File: src/design/serial_frame_router_top_macros.svh
// Assertion macros for the serial frame router.
`ifndef SERIAL_FRAME_ROUTER_TOP_MACROS_SVH
`define SERIAL_FRAME_ROUTER_TOP_MACROS_SVH

`ifndef SYNTHESIS
`define SFR_ASSERT_NOW(label, clk, rst_n, ante, cons, msg) \
    label: assert property (@(posedge clk) disable iff (!rst_n) (ante) |-> (cons)) \
        else $error(msg);
`define SFR_ASSERT_NEXT(label, clk, rst_n, ante, cons, msg) \
    label: assert property (@(posedge clk) disable iff (!rst_n) (ante) |=> (cons)) \
        else $error(msg);
`else
`define SFR_ASSERT_NOW(label, clk, rst_n, ante, cons, msg)
`define SFR_ASSERT_NEXT(label, clk, rst_n, ante, cons, msg)
`endif

`endif

File: src/design/sfr_pkg.sv
// Types and constants shared by the serial frame router.
package sfr_pkg;

    localparam int MAX_RES  = 3;
    localparam int OQ_DEPTH = 4;

    localparam logic [7:0] ZERO_CHAR = 8'h30;

    typedef enum logic [0:0] {
        CFG_SYNC_VALUE = 1'b0,
        CFG_MAX_LENGTH = 1'b1
    } t_cfg_idx;

    typedef enum logic [3:0] {
        PH_SYNC = 4'b0001,
        PH_DEST = 4'b0010,
        PH_LEN  = 4'b0100,
        PH_DATA = 4'b1000
    } t_phase;

    typedef struct packed {
        logic [1:0] source_port;
        logic [7:0] rx_byte;
    } t_in_item;

    typedef struct packed {
        logic [1:0] dest_port;
        logic [7:0] tx_byte;
        logic       last_of_run;
    } t_out_item;

    typedef struct packed {
        t_phase     phase;
        logic [1:0] target;
        logic [7:0] left;
    } t_port_state;

    typedef struct packed {
        t_port_state               nxt;
        logic [1:0]                n_res;
        t_out_item [MAX_RES-1:0]   res;
    } t_parse_res;

endpackage

File: src/design/sfr_parse.sv
// Per-port frame parser step: next state and result items for one byte.
module sfr_parse #(
    parameter int PORT_COUNT = 3
) (
    input  sfr_pkg::t_in_item    i_item,
    input  sfr_pkg::t_port_state i_state,
    input  logic [7:0]           i_sync_value,
    input  logic [7:0]           i_max_length,
    output sfr_pkg::t_parse_res  o_res
);

    logic [7:0] x;
    logic       src_ok;
    logic       is_sync;
    logic       dest_ok;
    logic       len_ok;

    assign x       = i_item.rx_byte;
    assign src_ok  = 32'(i_item.source_port) < PORT_COUNT;
    assign is_sync = (x == i_sync_value);
    assign dest_ok = (32'(x) < PORT_COUNT) && (x != {6'b0, i_item.source_port});
    assign len_ok  = (x != 8'd0) && (x <= i_max_length);

    always_comb begin
        o_res.nxt   = i_state;
        o_res.n_res = 2'd0;
        o_res.res[0] = '{dest_port: i_state.target, tx_byte: x, last_of_run: 1'b1};
        o_res.res[1] = '{dest_port: i_state.target, tx_byte: {6'b0, i_item.source_port},
                         last_of_run: 1'b0};
        o_res.res[2] = '{dest_port: i_state.target, tx_byte: x, last_of_run: 1'b1};
        if (src_ok) begin
            case (i_state.phase)
                sfr_pkg::PH_SYNC: begin
                    if (is_sync) o_res.nxt.phase = sfr_pkg::PH_DEST;
                end
                sfr_pkg::PH_DEST: begin
                    // port test wins over sync test
                    if (dest_ok) begin
                        o_res.nxt.target = x[1:0];
                        o_res.nxt.phase  = sfr_pkg::PH_LEN;
                    end
                end
                sfr_pkg::PH_LEN: begin
                    if (len_ok) begin
                        o_res.nxt.left  = x;
                        o_res.nxt.phase = sfr_pkg::PH_DATA;
                        o_res.n_res     = 2'd3;
                        o_res.res[0] = '{dest_port: i_state.target, tx_byte: i_sync_value,
                                         last_of_run: 1'b0};
                    end else if (is_sync) begin
                        o_res.nxt.phase = sfr_pkg::PH_DEST;
                    end
                end
                default: begin
                    if (is_sync) begin
                        o_res.nxt.phase = sfr_pkg::PH_DEST;
                    end else if (x != sfr_pkg::ZERO_CHAR && i_state.left != 8'd0) begin
                        o_res.nxt.left = i_state.left - 8'd1;
                        o_res.n_res    = 2'd1;
                    end
                end
            endcase
        end
    end

endmodule

File: src/design/sfr_outq.sv
// Result queue: takes up to three requests per cycle, delivers one when popped.
module sfr_outq (
    input  logic                                i_clk,
    input  logic                                i_rst_n,
    input  logic [1:0]                          i_push_n,
    input  sfr_pkg::t_out_item [sfr_pkg::MAX_RES-1:0] i_push_item,
    input  logic                                i_pop,
    output sfr_pkg::t_out_item                  o_head,
    output logic [$clog2(sfr_pkg::OQ_DEPTH):0]  o_count
);

    localparam int AW = $clog2(sfr_pkg::OQ_DEPTH);

    sfr_pkg::t_out_item r_mem [sfr_pkg::OQ_DEPTH];
    logic [AW-1:0] r_wptr, n_wptr;
    logic [AW-1:0] r_rptr, n_rptr;
    logic [AW:0]   r_count, n_count;

    always_comb begin
        n_wptr  = r_wptr + AW'(i_push_n);
        n_rptr  = r_rptr + AW'(i_pop);
        n_count = r_count + (AW+1)'(i_push_n) - (AW+1)'(i_pop);
    end

    always_ff @(posedge i_clk) begin
        if (!i_rst_n) begin
            r_wptr  <= '0;
            r_rptr  <= '0;
            r_count <= '0;
        end else begin
            r_wptr  <= n_wptr;
            r_rptr  <= n_rptr;
            r_count <= n_count;
        end
    end

    always_ff @(posedge i_clk) begin
        for (int k = 0; k < sfr_pkg::MAX_RES; k++) begin
            if (k < int'(i_push_n)) r_mem[r_wptr + AW'(k)] <= i_push_item[k];
        end
    end

    assign o_head  = r_mem[r_rptr];
    assign o_count = r_count;

endmodule

File: src/design/serial_frame_router_top.sv
// Serial frame router top level: config registers, per-port state, result queue.
//
// Input channel (i_in_valid / o_in_stall / i_in_item) takes one received byte
// with the port it arrived on. Output channel (o_out_valid / i_out_stall /
// o_out_item) delivers one routed byte per request: destination port, byte,
// and last_of_run on the final result caused by an input byte.
// Config: i_cfg_we writes i_cfg_data into register i_cfg_idx (0 sync value,
// 1 max length); write only while the block is idle.
//
// Each byte is parsed in the cycle it is accepted; its results are written
// into the registered result queue and read from there. Throughput is one byte
// per cycle while o_in_stall is low. A valid header length byte makes three
// results, and the four-entry result queue then holds off input while they drain.
// Input stall comes from the registered queue fill only, so a stalled
// receiver backs up into o_in_stall once more than one result is queued.
//
// Reset: all port parsers go to the sync state with zero route and count,
// sync value returns to 170, max length to 64, and the queue empties.
`include "serial_frame_router_top_macros.svh"

module serial_frame_router_top #(
    parameter int PORT_COUNT = 3
) (
    input  logic               i_clk,
    input  logic               i_rst_n,
    input  logic               i_in_valid,
    output logic               o_in_stall,
    input  sfr_pkg::t_in_item  i_in_item,
    output logic               o_out_valid,
    input  logic               i_out_stall,
    output sfr_pkg::t_out_item o_out_item,
    input  logic               i_cfg_we,
    input  logic [0:0]         i_cfg_idx,
    input  logic [7:0]         i_cfg_data
);

    localparam int PW = (PORT_COUNT > 1) ? $clog2(PORT_COUNT) : 1;
    localparam int CW = $clog2(sfr_pkg::OQ_DEPTH) + 1;

    logic [7:0] r_sync_value;
    logic [7:0] r_max_length;

    sfr_pkg::t_port_state r_state [PORT_COUNT];
    sfr_pkg::t_port_state cur_state;
    sfr_pkg::t_parse_res  parse_res;

    logic          in_accept;
    logic          out_pop;
    logic [1:0]    push_n;
    logic [CW-1:0] q_count;
    logic [PW-1:0] src_idx;

    assign src_idx   = PW'(i_in_item.source_port);
    assign cur_state = r_state[src_idx];

    always_ff @(posedge i_clk) begin
        if (!i_rst_n) begin
            r_sync_value <= 8'd170;
            r_max_length <= 8'd64;
        end else if (i_cfg_we) begin
            case (sfr_pkg::t_cfg_idx'(i_cfg_idx))
                sfr_pkg::CFG_SYNC_VALUE: r_sync_value <= i_cfg_data;
                sfr_pkg::CFG_MAX_LENGTH: r_max_length <= i_cfg_data;
                default: ;
            endcase
        end
    end

    sfr_parse #(.PORT_COUNT(PORT_COUNT)) u_parse (
        .i_item       (i_in_item),
        .i_state      (cur_state),
        .i_sync_value (r_sync_value),
        .i_max_length (r_max_length),
        .o_res        (parse_res)
    );

    always_ff @(posedge i_clk) begin
        if (!i_rst_n) begin
            for (int p = 0; p < PORT_COUNT; p++) begin
                r_state[p] <= '{phase: sfr_pkg::PH_SYNC, target: 2'd0, left: 8'd0};
            end
        end else if (in_accept && 32'(i_in_item.source_port) < PORT_COUNT) begin
            r_state[src_idx] <= parse_res.nxt;
        end
    end

    // room for a full header burst, judged on the registered fill level
    assign o_in_stall = q_count > CW'(sfr_pkg::OQ_DEPTH - sfr_pkg::MAX_RES);
    assign in_accept  = i_in_valid && !o_in_stall;
    assign push_n     = in_accept ? parse_res.n_res : 2'd0;
    assign o_out_valid = q_count != '0;
    assign out_pop     = o_out_valid && !i_out_stall;

    sfr_outq u_outq (
        .i_clk       (i_clk),
        .i_rst_n     (i_rst_n),
        .i_push_n    (push_n),
        .i_push_item (parse_res.res),
        .i_pop       (out_pop),
        .o_head      (o_out_item),
        .o_count     (q_count)
    );

    `SFR_ASSERT_NOW(a_q_bound, i_clk, i_rst_n, 1'b1, q_count <= CW'(sfr_pkg::OQ_DEPTH), "result queue overflow")
    `SFR_ASSERT_NEXT(a_hdr_queued, i_clk, i_rst_n, in_accept && parse_res.n_res == 2'd3, q_count >= CW'(sfr_pkg::MAX_RES) - CW'(1), "header burst not queued")
    `SFR_ASSERT_NOW(a_run_whole, i_clk, i_rst_n, o_out_valid && !o_out_item.last_of_run, q_count >= CW'(2), "result run split in queue")

endmodule

File: config.mk
export PLATFORM = sky130hd
export DESIGN_NAME = serial_frame_router_top
export DESIGN_NICKNAME = d
export VERILOG_FILES = /design/src/design/sfr_pkg.sv /design/src/design/sfr_parse.sv /design/src/design/sfr_outq.sv /design/src/design/serial_frame_router_top.sv
export VERILOG_INCLUDE_DIRS = /design/src /design/src/design
export SDC_FILE = /design/constraint.sdc
export NUM_CORES = 1
export LEC_CHECK = 0
export BUFFER_PORTS_ARGS = -buffer_cell sky130_fd_sc_hd__buf_2
export CORE_MARGIN = 3
export CORE_UTILIZATION = 61
export DETAILED_ROUTE_END_ITERATION = 6
export PLACE_DENSITY_LB_ADDON = 0.25
export SYNTH_ARGS = -nofsm -noshare
export SYNTH_HDL_FRONTEND = slang
export SYNTH_SLANG_ARGS = --single-unit
File: constraint.sdc
create_clock -name i_clk -period 4.69 [get_ports i_clk]
set_clock_uncertainty 0.05 [all_clocks]
set_input_delay 0.469 -clock i_clk [delete_from_list [all_inputs] [get_ports i_clk]]
set_output_delay 0.469 -clock i_clk [all_outputs]
set_load 0.05 [all_outputs]
## Word level (Yosys, flattened, before mapping)

Memories as Yosys holds them, arrays and structs flattened. A register that Yosys moved wholly into a read port is not among the register bits.
Index checks and enable logic that the tools add are counted.

- Add/subtract/negate cells: 7
- Order comparisons: 7
- Equality and inequality tests: 6
- Muxes and demuxes: 28
- Bitwise logic cells: 1
- Reduce and logical (&&, ||, !) cells: 15

Operators with widths:

| cell | count |
|---|---|
| two-way mux 10 bit | 3 |
| two-way mux 9 bit | 3 |
| one-hot mux 10 bit (2 select lines) | 1 |
| two-way mux 16 bit | 1 |
| nonzero test 8 bit | 2 |
| two-way mux 14 bit | 1 |
| OR reduction 14 bit | 1 |
| two-way mux 1 bit | 11 |
| equality test 8 bit | 1 |
| <= comparator 8 bit | 1 |
| < comparator 8 x 2 -> 1 bit, second input constant | 1 |
| two-way mux 2 bit | 4 |
| two-way mux 4 bit | 2 |
| inequality test 8 x 2 -> 1 bit | 1 |
| inequality test 8 x 6 -> 1 bit, second input constant | 1 |
| one-hot mux 4 bit (2 select lines) | 1 |
| subtractor 8 x 1 -> 8 bit, second input constant | 1 |
| logical AND 1 bit | 6 |
| two-way mux 6 bit | 1 |
| equality test 4 x 1 -> 1 bit, second input constant | 1 |
| equality test 4 x 2 -> 1 bit, second input constant | 1 |
| equality test 4 x 3 -> 1 bit, second input constant | 1 |
| < comparator 1 x 2 -> 1 bit, first input constant | 2 |
| AND reduction 2 bit | 2 |
| 13 further kinds | 14 |

- Bits in registers: 23
- Bits in writable memories: 86
- Input port bits: 24
- Output and inout bits: 13
- Logic and storage cells: 71
- Memories: 2

Memory list:

| name | depth | bits a word | rd ports | clocked after Yosys merged registers in | wr ports | RTL line | RTL |
|---|---|---|---|---|---|---|---|
| u_outq.r_mem | 4 | 11 | 1 | 1 | 3 | sfr_outq.sv:14 | `sfr_pkg::t_out_item r_mem [sfr_pkg::OQ_DEPTH];` |
| r_state | 3 | 14 | 1 | 0 | 3 | serial_frame_router_top.sv:43 | `sfr_pkg::t_port_state r_state [PORT_COUNT];` |

## Longest topological paths before layout

An unclocked memory read counts as a cell.

- Word-level depth: 11
- Mapped depth: 14
- Depth with buffers taken out: 12

## Cells and area by module

Synthesis repeated with hierarchy kept, for this count alone.

- Cells, all modules: 683
- Area, all modules: 7257.0 um^2

Modules (own cells, without submodules):

| module | times used | cells an instance | area each (um^2) | sequential area each (um^2) |
|---|---|---|---|---|
| serial_frame_router_top | 1 | 206 | 3054.2 | 2001.9 |
| sfr_outq | 1 | 308 | 2956.6 | 1461.4 |
| sfr_parse | 1 | 169 | 1246.2 | 0.0 |

## Worst setup path after synthesis

No wires, ideal clock.

- Path type: input port to flip-flop
- From: input port i_in_item[9] (netlist bit)
- To: memory u_outq.r_mem[1][10] (netlist bit) (enable)
- Library setup time: 0.395 ns
- Arrival: 3.408 ns
- Data required time: 4.245 ns
- Slack: 0.838 ns
- Stages on the path: 10
- Path buffers: 2
- Cells stage by stage: clkbuf_1 -> clkbuf_1 -> mux4_2 -> inv_1 -> ha_1 -> nor4b_1 -> and2_1 -> nor3_1 -> a21oi_1 -> o32ai_1

RTL lines:

| element | RTL line | RTL |
|---|---|---|
| from (decl) | serial_frame_router_top.sv:28 | `input sfr_pkg::t_in_item i_in_item,` |
| to (decl) | sfr_outq.sv:14 |  |

==> reports/qor.csv <==
stage,metric,value,unit
run_status,outcome,completed,
sta,final max-slew violation count,0,
cts,post-CTS sizing,0,
cts,total CTS buffers,17,
place,I/O Buffers,36,
floorplanning,Placeable Area,0.0104,mm²
cts,H-tree depth,4,
cts,clock slew at reported path FFs,0.06,ns
logic_synthesis,Synth Flop Type,edfxtp_1,
routing,# DRC,0,
floorplanning,Chip Width,110,µm
critical_path,CP max-delay cell,or4b_1,
power_and_ir_drop,VDD IR max,0.000338,V
floorplanning,Starting Density,0.632,
routing,via/cell ratio,6.65,
routing,Detailed Route Iter0 Violations,532,
job,total of max-cap violations,0,
grt,first-pass GRT wire length,26400,µm
cts,maximum buffer depth of the clock tree,2,
routing,Post-DRT Antenna Nets,0,
sta,relative slew slack,0.392,
grt,Total GRT Usage,0.295,
routing,average wire per standard cell,21.3,µm
grt,vias in the first global route,5031,
logic_synthesis,Syn Inst Count,581,
sta,period utilisation layout,0.775,
place,Inst Count DP,741,
routing,DR pass1 iterations,5,
critical_path,startpoint class of the critical path,input pin,
critical_path,WP data arrival,3.82,ns
critical_path,CP required,4.88,ns
grt,gr ovfl total,0,
floorplanning,die height,110,µm
floorplanning,Row Count,37,
finish,layout cells sized above 1,0.177,
logic_synthesis,"Async S/R FF share, synth",0,
critical_path,cell breakdown of the critical path,buf_2 -> mux4_2 -> or4b_1 -> nor4_2 -> buf_4 -> a21boi_1 -> a221oi_1,
place,placed cell areas,0.00692,mm²
critical_path,WP buf/inv,2,
critical_path,"critical path fanouts, max",24,
floorplanning,die footprint,0.0121,mm²
floorplanning,IO Count,37,
cts,clock sink count,123,
cts,postcts setup bufs,0,
routing,Routed WL,16500,µm
cts,CTS tree,built,
place,GP Congestion,0.983,
place,HPWL Detailed,11200,µm
sta,Final Hold Fails,0,
power_and_ir_drop,Leak,2.79,nW
critical_path,Top delay family on crit path,simple AND/OR/NAND/NOR gates,
sta,fmax,275,MHz
routing,DR vias,5141,
logic_synthesis,syn avg cell area,11.3,µm²
grt,initial antenna violation count,0,
finish,fin area,0.00750,mm²
logic_synthesis,count of unique library cells instantiated by Yosys,68,
sta,Setup Viol. Count Final,0,
logic_synthesis,Synth Register Bits,123,
cts,# hold bufs at CTS,0,
logic_synthesis,register area share after synthesis,0.520,
sta,Worst Slack Setup Final,1.06,ns
sta,Slew @ Worst Pin,0.904,ns
grt,largest net degree at the start of global routing,29,
critical_path,crit end category,register,
finish,nets,663,
logic_synthesis,Mapped Area,0.00658,mm²
critical_path,CP max stage delay,0.72,ns
cts,Root Buffer,clkbuf_8,
finish,fin cells,773,
logic_synthesis,Post-synth EDFFs,96,
sta,setup TNS,0,ns
cts,clock latency at the later pin of the worst-skew pair,0.52,ns
power_and_ir_drop,power density cells,450,mW/mm²
worst_hold_path,HP Class,input pin to register,
finish,Area Growth Syn to Fin,14.0,%
critical_path,WS Path Type,input pin to register,
logic_synthesis,yosys warns,0,
place,Place WS,0.534,ns
finish,Antenna Cells,0,
sta,crit path time final,3.63,ns
sta,RSZ-0062 raised after global routing,false,
-- cell type report --
cell class / count / area, µm²
clock buffers: 17 / 414
clock inverters: 15 / 163
fillers: 746 / 2920
inverters: 40 / 153
multi-input cells: 393 / 2900
flip-flops and latches: 123 / 3420
well taps: 136 / 170
repair buffers: 49 / 278
-- worst min-delay path: stages --
cell	delay, ns
buf_2	0.10
nand2_1	0.05
nand3_1	0.07
-- placed cells by master, fill, tap and decap left out, types with 13 or more instances in the layout --
cell type and n:
a21oi_1 23, a22o_1 13, buf_2 36, buf_4 13
clkbuf_16 16, conb_1 14, dfxtp_1 27, edfxtp_1 96
ha_1 14, inv_1 39, mux4_2 25, nand2_1 60
nand3_1 19, nor2_1 31, nor3_1 13, o21ai_0 14
o22ai_1 18, xnor2_1 13
-- final timing paths --
kind	slack, ns	depth (start not counted)	startpoint	to
hold reg to reg	0.41	2	r_max_length[4]	r_max_length[4]
hold / removal	0.14	3	i_cfg_data[1]	r_sync_value[1]
setup reg to reg	1.31	6	r_state[3][11]	u_outq.r_mem[0][1]
setup / recovery	1.06	7	i_in_item[8]	u_outq.r_mem[0][1]
-- metrics by stage --
stage,total power [mW],hold WS (ns),utilization
after global routing,3.50,0.136,0.720
final,3.37,0.143,0.720
after global placement,2.10,0.403,0.665
after detailed placement,2.12,0.408,0.665
after floorplan,1.93,0.391,-
after CTS,3.38,0.121,0.720
-- cells in the mapped netlist, types with 2 or more instances --
| cell | n | share of area |
|---|---|---|
| nor3_1 | 13 | 0.0099 |
| nand4_1 | 9 | 0.0086 |
| dfxtp_1 | 27 | 0.082 |
| a22oi_1 | 3 | 0.0034 |
| nor4_1 | 6 | 0.0057 |
| a32oi_1 | 3 | 0.0040 |
| nand2b_1 | 6 | 0.0057 |
| edfxtp_1 | 96 | 0.44 |
| o21ai_0 | 14 | 0.011 |
| o21a_1 | 2 | 0.0023 |
| ha_1 | 14 | 0.027 |
| buf_2 | 4 | 0.0030 |
| a21oi_1 | 23 | 0.017 |
| a31oi_1 | 6 | 0.0057 |
| nand2_1 | 60 | 0.034 |
| a221oi_1 | 2 | 0.0027 |
| xnor2_1 | 13 | 0.017 |
| a21boi_0 | 12 | 0.014 |
| and4_1 | 2 | 0.0027 |
| clkbuf_1 | 28 | 0.016 |
| or3_1 | 3 | 0.0029 |
| a21o_1 | 2 | 0.0023 |
| a22o_1 | 13 | 0.017 |
| inv_1 | 39 | 0.022 |
| nand3_1 | 19 | 0.014 |
| o221a_1 | 2 | 0.0034 |
| mux4_2 | 25 | 0.086 |
| o211ai_1 | 9 | 0.010 |
| mux2i_1 | 9 | 0.014 |
| o22ai_1 | 18 | 0.017 |
| a211oi_1 | 2 | 0.0023 |
| nor2b_1 | 3 | 0.0029 |
| and2_1 | 12 | 0.011 |
| and3_1 | 3 | 0.0029 |
| a32o_1 | 7 | 0.011 |
| nand3b_1 | 2 | 0.0023 |
| buf_1 | 5 | 0.0029 |
| o21ai_1 | 3 | 0.0023 |
| nor4b_1 | 3 | 0.0040 |
| nor2_1 | 31 | 0.018 |
-- metal layers --
metal  share of wire  GRT usage  vias to the layer above
met4           0.024      0.117                        0
met5               0          0                        -
met2            0.47      0.446                      333
met1            0.40      0.409                     2470
li1                -          -                     2289
met3            0.10     0.0775                       49
-- cells by family after synthesis --
logic type,share of synthesized area
mux,0.101
other cells,0.000570
compound gates,0.147
fa+ha+maj,0.0297
xor+xnor,0.0186
buf+inv,0.0468
simple gates,0.136
flops,0.520
-- report_power, final --
group	internal [mW]	switching [mW]
Combinational	0.261	0.495
Clock	0.764	0.502
Sequential	1.27	0.0788
Total	2.30	1.08
-- registers in the layout, summed over array words and instances (netlist names) --
name            count
u_outq.r_wptr       2
r_state            56
r_sync_value        8
u_outq.r_rptr       2
u_outq.o_count      3
r_max_length        8
u_outq.r_mem       44
Power figures use the tool's default switching activity.
